<file path="src/hw/rtl/ps2ki_pkg.sv">
// Shared types and constants for the PS/2 keyboard start-up sequencer.
// No dependencies; imported by ps2ki_step and ps2_keyboard_init_sequencer.
package ps2ki_pkg;

   // Sequencer states, encoded as reported on rsp_init_state
   typedef enum logic [2:0] {
      ST_OFF       = 3'd0,
      ST_BAT       = 3'd1,
      ST_SET_LEDS  = 3'd2,
      ST_LEDS_ACK  = 3'd3,
      ST_READY     = 3'd4,
      ST_RESET     = 3'd5,
      ST_RESET_ACK = 3'd6
   } seq_state_type;

   // Configuration register indexes
   localparam logic CSR_WD_RELOAD = 1'b0;
   localparam logic CSR_LED_VALUE = 1'b1;

   // Reset values of the configuration registers
   localparam logic [7:0] WD_RELOAD_RESET = 8'hff;
   localparam logic [2:0] LED_VALUE_RESET = 3'd2;

   // Keyboard self-test codes and host command bytes
   localparam logic [7:0] BAT_PASS     = 8'haa;
   localparam logic [7:0] BAT_FAIL     = 8'hfc;
   localparam logic [7:0] CMD_SET_LEDS = 8'hed;
   localparam logic [7:0] CMD_RESET    = 8'hff;

   // One input item
   typedef struct packed {
      logic       action;
      logic       power_good;
      logic [7:0] bat_code;
      logic       cmd_ack;
   } req_item_type;

   // One result item
   typedef struct packed {
      seq_state_type init_state;
      logic          flush_rx;
      logic          send_cmd;
      logic [7:0]    cmd_byte;
      logic          has_arg;
      logic [7:0]    cmd_arg;
   } rsp_item_type;

endpackage

</file>
<file path="src/hw/rtl/ps2ki_step.sv">
// Next-state logic of the sequencer: one tick of state and watchdog update.
// Depends on ps2ki_pkg for the state type and the item structs.
module ps2ki_step
   import ps2ki_pkg::*;
(
   input  req_item_type  item,
   input  seq_state_type cur_state,
   input  logic [7:0]    cur_wd_count,
   input  logic [7:0]    wd_reload,
   input  logic [2:0]    led_value,
   output seq_state_type next_state,
   output logic [7:0]    next_wd_count,
   output rsp_item_type  result
);

   seq_state_type state_mid;
   logic [7:0]    wd_mid;
   logic          counting;
   logic [7:0]    wd_dec;
   rsp_item_type  res_mid;

   // Decide the transition and the command strobes
   always_comb begin
      state_mid = cur_state;
      wd_mid    = cur_wd_count;
      counting  = 1'b1;
      res_mid   = '0;
      priority if (item.action) begin
         state_mid = ST_RESET;
         counting  = 1'b0;
      end else if (!item.power_good && cur_state != ST_OFF) begin
         res_mid.flush_rx = 1'b1;
         state_mid        = ST_OFF;
         wd_mid           = 8'h00;
         counting         = 1'b0;
      end else begin
         unique case (cur_state)
            ST_OFF: begin
               if (item.power_good) begin
                  state_mid = ST_BAT;
                  wd_mid    = wd_reload;
               end
            end
            ST_BAT: begin
               if (item.bat_code == BAT_PASS) begin
                  state_mid = ST_SET_LEDS;
                  wd_mid    = wd_reload;
               end else if (item.bat_code == BAT_FAIL) begin
                  state_mid = ST_RESET;
                  wd_mid    = wd_reload;
               end
            end
            ST_SET_LEDS: begin
               res_mid.send_cmd = 1'b1;
               res_mid.cmd_byte = CMD_SET_LEDS;
               res_mid.has_arg  = 1'b1;
               res_mid.cmd_arg  = {5'd0, led_value};
               state_mid        = ST_LEDS_ACK;
               wd_mid           = wd_reload;
            end
            ST_LEDS_ACK: begin
               if (item.cmd_ack) begin
                  state_mid = ST_READY;
                  wd_mid    = 8'h00;
               end
            end
            ST_RESET: begin
               res_mid.flush_rx = 1'b1;
               res_mid.send_cmd = 1'b1;
               res_mid.cmd_byte = CMD_RESET;
               state_mid        = ST_RESET_ACK;
               wd_mid           = wd_reload;
            end
            ST_RESET_ACK: begin
               if (item.cmd_ack) begin
                  state_mid = ST_BAT;
                  wd_mid    = wd_reload;
               end
            end
            default: begin
               state_mid = cur_state;
            end
         endcase
      end
   end

   // Count the watchdog down; expiry forces the reset state
   assign wd_dec = wd_mid - 8'd1;

   always_comb begin
      next_state    = state_mid;
      next_wd_count = wd_mid;
      if (counting && wd_mid != 8'h00) begin
         next_wd_count = wd_dec;
         if (wd_dec == 8'h00) begin
            next_state = ST_RESET;
         end
      end
      result            = res_mid;
      result.init_state = next_state;
   end

endmodule

</file>
<file path="src/hw/rtl/ps2_keyboard_init_sequencer.sv">
// Top level of the PS/2 keyboard start-up sequencer: input register,
// step logic, state and result registers. Depends on ps2ki_pkg, ps2ki_step.
//
// Usage:
//   Each req_ item is one tick (req_action 0) or a reset request (1) with the
//   current power, self-test byte and acknowledge. Each item yields exactly one
//   rsp_ item: the state after the tick and the command strobes for it.
//   Items are accepted when req_valid is high and req_stall is low; results
//   are taken when rsp_valid is high and rsp_stall is low.
//   An item passes the input register and then the result register before
//   rsp_valid rises. Throughput is one item per cycle while rsp_stall is low,
//   set by the combinational state and watchdog update in ps2ki_step.
//   When the receiver stalls, the result register holds and the input register
//   keeps one more item; req_stall rises only when both are full.
//   Synchronous reset empties both registers, sets the state to off, disables
//   the watchdog and restores the watchdog reload value to 255 and led_value
//   to 2.
//   Configuration is written through csr_wr_en, csr_index and csr_wdata and
//   takes effect on the next item.
module ps2_keyboard_init_sequencer
   import ps2ki_pkg::*;
(
   input  logic       clock,
   input  logic       reset,
   input  logic       req_valid,
   output logic       req_stall,
   input  logic       req_action,
   input  logic       req_power_good,
   input  logic [7:0] req_bat_code,
   input  logic       req_cmd_ack,
   output logic       rsp_valid,
   input  logic       rsp_stall,
   output logic [2:0] rsp_init_state,
   output logic       rsp_flush_rx,
   output logic       rsp_send_cmd,
   output logic [7:0] rsp_cmd_byte,
   output logic       rsp_has_arg,
   output logic [7:0] rsp_cmd_arg,
   input  logic       csr_wr_en,
   input  logic       csr_index,
   input  logic [7:0] csr_wdata
);

   logic          in_valid_ff, in_valid_in;
   req_item_type  in_item_ff, in_item_in;
   logic          out_valid_ff, out_valid_in;
   rsp_item_type  out_item_ff, out_item_in;
   seq_state_type state_ff, state_in;
   logic [7:0]    wd_count_ff, wd_count_in;
   logic [7:0]    wd_reload_ff, wd_reload_in;
   logic [2:0]    led_value_ff, led_value_in;
   logic          advance;
   logic          accept;
   seq_state_type step_state;
   logic [7:0]    step_wd_count;
   rsp_item_type  step_result;

   // Move the input item on whenever the result register is free or drains
   assign advance   = in_valid_ff && (!out_valid_ff || !rsp_stall);
   assign req_stall = in_valid_ff && out_valid_ff && rsp_stall;
   assign accept    = req_valid && !req_stall;

   ps2ki_step u_step (
      .item          (in_item_ff),
      .cur_state     (state_ff),
      .cur_wd_count  (wd_count_ff),
      .wd_reload     (wd_reload_ff),
      .led_value     (led_value_ff),
      .next_state    (step_state),
      .next_wd_count (step_wd_count),
      .result        (step_result)
   );

   // Load the input register
   always_comb begin
      in_valid_in = in_valid_ff;
      in_item_in  = in_item_ff;
      if (accept) begin
         in_valid_in           = 1'b1;
         in_item_in.action     = req_action;
         in_item_in.power_good = req_power_good;
         in_item_in.bat_code   = req_bat_code;
         in_item_in.cmd_ack    = req_cmd_ack;
      end else if (advance) begin
         in_valid_in = 1'b0;
      end
   end

   // Commit the step: state, watchdog and result register
   always_comb begin
      out_valid_in = out_valid_ff;
      out_item_in  = out_item_ff;
      state_in     = state_ff;
      wd_count_in  = wd_count_ff;
      if (advance) begin
         out_valid_in = 1'b1;
         out_item_in  = step_result;
         state_in     = step_state;
         wd_count_in  = step_wd_count;
      end else if (out_valid_ff && !rsp_stall) begin
         out_valid_in = 1'b0;
      end
   end

   // Write the configuration registers
   always_comb begin
      wd_reload_in = wd_reload_ff;
      led_value_in = led_value_ff;
      if (csr_wr_en) begin
         unique case (csr_index)
            CSR_WD_RELOAD: wd_reload_in = csr_wdata;
            CSR_LED_VALUE: led_value_in = csr_wdata[2:0];
            default:       wd_reload_in = wd_reload_ff;
         endcase
      end
   end

   always_ff @(posedge clock) begin
      if (reset) begin
         in_valid_ff  <= 1'b0;
         out_valid_ff <= 1'b0;
         state_ff     <= ST_OFF;
         wd_count_ff  <= 8'h00;
         wd_reload_ff <= WD_RELOAD_RESET;
         led_value_ff <= LED_VALUE_RESET;
      end else begin
         in_valid_ff  <= in_valid_in;
         out_valid_ff <= out_valid_in;
         state_ff     <= state_in;
         wd_count_ff  <= wd_count_in;
         wd_reload_ff <= wd_reload_in;
         led_value_ff <= led_value_in;
      end
   end

   // Payload registers need no reset
   always_ff @(posedge clock) begin
      in_item_ff  <= in_item_in;
      out_item_ff <= out_item_in;
   end

   // Drive the result ports
   assign rsp_valid      = out_valid_ff;
   assign rsp_init_state = out_item_ff.init_state;
   assign rsp_flush_rx   = out_item_ff.flush_rx;
   assign rsp_send_cmd   = out_item_ff.send_cmd;
   assign rsp_cmd_byte   = out_item_ff.cmd_byte;
   assign rsp_has_arg    = out_item_ff.has_arg;
   assign rsp_cmd_arg    = out_item_ff.cmd_arg;

   // Off and ready never run a watchdog
   a_wd_idle: assert property (@(posedge clock) disable iff (reset)
      (state_ff == ST_OFF || state_ff == ST_READY) |-> wd_count_ff == 8'h00)
      else $error("watchdog running in off or ready state");

   // A command strobe carries one of the two host commands
   a_cmd_byte: assert property (@(posedge clock) disable iff (reset)
      (rsp_valid && rsp_send_cmd) |-> (rsp_cmd_byte == CMD_SET_LEDS ||
                                       rsp_cmd_byte == CMD_RESET))
      else $error("send strobe with unknown command byte");

   // Only set-LEDs carries an argument
   a_has_arg: assert property (@(posedge clock) disable iff (reset)
      (rsp_valid && rsp_has_arg) |-> (rsp_send_cmd && rsp_cmd_byte == CMD_SET_LEDS))
      else $error("argument flagged without set-LEDs command");

   // A flush happens only when going off or when the reset command is sent
   a_flush: assert property (@(posedge clock) disable iff (reset)
      (rsp_valid && rsp_flush_rx) |-> (rsp_init_state == ST_OFF ||
                                       rsp_init_state == ST_RESET_ACK ||
                                       rsp_init_state == ST_RESET))
      else $error("flush strobe in unexpected state");

   // A stalled result stays in the output register
   a_hold: assert property (@(posedge clock) disable iff (reset)
      (out_valid_ff && rsp_stall) |=> (out_valid_ff && $stable(out_item_ff)))
      else $error("stalled result lost or changed");

endmodule

</file>
<file path="config.mk">
export PLATFORM = sky130hd
export DESIGN_NAME = ps2_keyboard_init_sequencer
export DESIGN_NICKNAME = d
export VERILOG_FILES = /design/src/hw/rtl/ps2ki_pkg.sv /design/src/hw/rtl/ps2ki_step.sv /design/src/hw/rtl/ps2_keyboard_init_sequencer.sv
export SDC_FILE = /design/constraint.sdc
export NUM_CORES = 1
export LEC_CHECK = 0
export BUFFER_PORTS_ARGS = -buffer_cell sky130_fd_sc_hd__buf_2
export CAP_MARGIN = 5
export CORE_MARGIN = 3
export CORE_UTILIZATION = 40
export DETAILED_ROUTE_END_ITERATION = 12
export GPL_ROUTABILITY_DRIVEN = 0
export GPL_TIMING_DRIVEN = 0
export PLACE_DENSITY = 0.67
export SLEW_MARGIN = 10
export SYNTH_ARGS = -nofsm -noshare
export SYNTH_HDL_FRONTEND = slang
export SYNTH_HIERARCHICAL = 1
export SYNTH_SLANG_ARGS = --single-unit
</file>
<file path="constraint.sdc">
create_clock -name clock -period 4 [get_ports clock]
set_input_delay 0.4 -clock clock [delete_from_list [all_inputs] [get_ports clock]]
set_output_delay 0.4 -clock clock [all_outputs]
set_load 0.01 [all_outputs]
</file>
==> results_dict.tcl <==
set metrics [dict create \
    status "finished clean" \
    whs_path_depth 1 \
    nets 401 \
    wl_per_cell_um 14.4 \
    cts_tree "done" \
    finalCritPeriodShare_pct 91.3 \
    critPathSlowestCell "or4b_4" \
    fin_util_pct 50.6 \
    wl_met1_mm 2.99 \
    numPortBuffers 47 \
    ys_seq_area_share_pct 46.0 \
    grt_pass1_wl_mm 11.8 \
    synth_compound_area_share_pct 21.9 \
    critPathArrivalTime_ns 3.92 \
    clockBufferDepth 2 \
    synthCells 312 \
    hp-class "input port to flip-flop" \
    synth_top_family_by_area "compound AO/OA/AOI/OAI gates" \
    routed-wl-met3_um 410 \
    whs_ns 0.238 \
    most-common-layout-cells "buf_2, edfxtp_1, dfxtp_1, nand2b_1" \
    async_flop_share_pct 0 \
    cp-start-kind "flip-flop" \
    clkSinkCount 57 \
    synthSimpleGateAreaFrac_pct 17.5 \
    rows 31 \
    synth_seq_cells 57 \
    finalHoldViolations 0 \
    pwr_density_cell_mw_per_mm2 396 \
    synth_cell_types 62 \
    numCtsBuffers 9 \
    cpMostUsedCell "mux2i_1" \
    drc 0 \
    die_x_um 95.4 \
    final_common_cell "buf_2" \
    root_buffer "clkbuf_8" \
    synth_xor_area_share_pct 0.548 \
    leakage_uw 0.00147 \
    synth-edff-count 33 \
    final.setup.tns_ns 0 \
    r2r_cells 12 \
    ir_drop_uv 217 \
    htreeDepth 3 \
    clock_latency_ns 0.33 \
    routed_wl_mm 6.87 \
    fmax_mhz 274 \
    rsz0062_at_grt "false" \
    finalWorstSetupSlack_ns 0.348 \
    required_ns 4.27 \
    vias 2536 \
    fin_skew_ns 0.00298 \
    syn_to_final_growth_pct 18.4 \
    clkTransAtPathRegs_ns 0.06 \
    core-area_mm2 0.00749 \
    postLayoutCellArea_mm2 0.00379 \
    setup_viol 0 \
    drtPass1Iterations 4 \
    dieArea_mm2 0.00910 \
    dp_hpwl_mm 5.06 \
    avgSynthCellArea_um2 10.3 \
    crit_chain "or4b_4, a21oi_4, o221a_1, buf_6, o41ai_2, a22oi_1, ha_1, o211ai_1, o41ai_4, mux2i_1, nand2b_1, mux2i_1" \
    synth_top_cell_by_area "edfxtp_1" \
    slew_viol_final 0 \
    antenna_found_initial 0 \
    worst-path-max-fanout 9 \
    place_worst_setup_slack_ns 0.292 \
    slowest_delay_ns 0.59 \
    post_cts_buffers 0 \
    cp-end-kind "flip-flop" \
    placed_cell_area_mm2 0.00357 \
    synth_fa_ha_area_share_pct 0.782 \
    grtUsageTotal_pct 16.9 \
    multiInputGateArea_mm2 0.00147 \
    worst_pin_slew_ns 0.992 \
    synth_top_area_share_pct 31.0 \
    drive_above_1_share_pct 27.2 \
    drt_iter0_drc 180 \
    num_antenna_cells 0 \
    postRouteAntennaNets 0 \
    path_class "flip-flop to flip-flop" \
    yosysWarnings 6 \
    final.min_clock_period_ns 3.65 \
    die-height_um 95.4 \
    synth.area.top_cells "edfxtp_1, dfxtp_1, nand2b_1" \
    grt_overflow_total 0 \
    grt_max_degree 32 \
    via_per_inst 5.31 \
    top_layer "met4" \
    syn_area_mm2 0.00320 \
    initial_utilization_pct 42.7 \
    slew_headroom_pct 33.7 \
    maxCapViolations 0 \
    n_fill_cell 717 \
    ys.flop_type "edfxtp_1" \
    area.sequential_mm2 0.00147 \
    io_pins 49 \
    synth.mux.area_fraction_pct 4.38 \
    met2_length_mm 3.39 \
    grt_pass1_vias 2554 \
]
==> synth_stat cells, types with 8 or more instances <==
| cell type | n |
|---|---|
| nand2b_1 | 23 |
| mux2i_1 | 14 |
| a21oi_1 | 18 |
| nor2_1 | 14 |
| o21ai_0 | 18 |
| buf_4 | 15 |
| dfxtp_1 | 24 |
| nor3_1 | 8 |
| nand3b_1 | 12 |
| edfxtp_1 | 33 |
| inv_1 | 14 |
| nand2_1 | 12 |
| o211ai_1 | 10 |
==> power breakdown <==
| part | internal (uW) | switching, uW | total (uW) |
|---|---|---|---|
| Sequential | 653 | 22.4 | 675 |
| Combinational | 111 | 144 | 255 |
| Clock | 344 | 226 | 570 |
==> final cells by class <==
cell class | count | area share [%]
repair buffers | 47 | 6.21
flip-flops and latches | 57 | 38.9
plain buffers | 32 | 5.92
inverters | 15 | 1.49
well taps | 99 | 3.27
clock buffers | 9 | 3.27
clock inverters | 7 | 2.25
multi-input cells | 212 | 38.7
==> timing repair <==
item	in CTS	in global routing
endpoints found under the hold margin	0	0
resized for setup	0	1
endpoints found under the setup margin	0	2
hold buffers	0	0
==> cells by family (layout without fill, tap and decap cells) <==
logic type,after synthesis,in the layout
flip-flops,57,57
XOR/XNOR,2,2
AO/OA/AOI/OAI,92,92
AND/OR/NAND/NOR,97,97
buffers and inverters,47,110
multiplexers,14,14
other,1,5
adder cells (fa/ha/maj),2,2
==> registers in the layout, indices dropped and copies added (netlist names) <==
signal	cells
rsp_valid	1
in_valid_ff	1
wd_count_ff	8
rsp_flush_rx	1
rsp_send_cmd	1
state_ff	3
rsp_cmd_byte	8
led_value_ff	3
wd_reload_ff	8
rsp_has_arg	1
in_item_ff	11
rsp_cmd_arg	8
rsp_init_state	3
==> worst max-delay path: cells and delay by family (launching register included) <==
family / cells / cell delay, ns
muxes: 2 / 0.39
and+or+nand+nor: 2 / 0.67
buffers and inverters: 1 / 0.14
DFF: 1 / 0.39
adders and majority gates: 1 / 0.33
AOI/OAI and AO/OA: 6 / 1.68
==> worst paths after layout <==
check	from	end	slack (ns)
max	in_item_ff[3]	wd_count_ff[1]	0.35
min	req_cmd_ack	in_item_ff[0]	0.24
max reg2reg	in_item_ff[3]	wd_count_ff[1]	0.35
min reg2reg	state_ff[1]	state_ff[1]	0.48
==> metrics by stage <==
stage / cells / power (uW)
2_1_floorplan: 316 / 870
3_3_place_gp: 462 / 934
3_5_place_dp: 462 / 941
4_1_cts: 478 / 1520
5_1_grt: 478 / 1570
6_report: 478 / 1500
==> routing by layer <==
| layer | vias up | track usage [%] |
|---|---|---|
| li1 | 1257 | - |
| met1 | 1197 | 20.5 |
| met2 | 73 | 28.3 |
| met3 | 9 | 5.29 |
| met4 | 0 | 6.16 |
| met5 | - | 0 |
No activity file was read; power rests on OpenSTA's default activity.
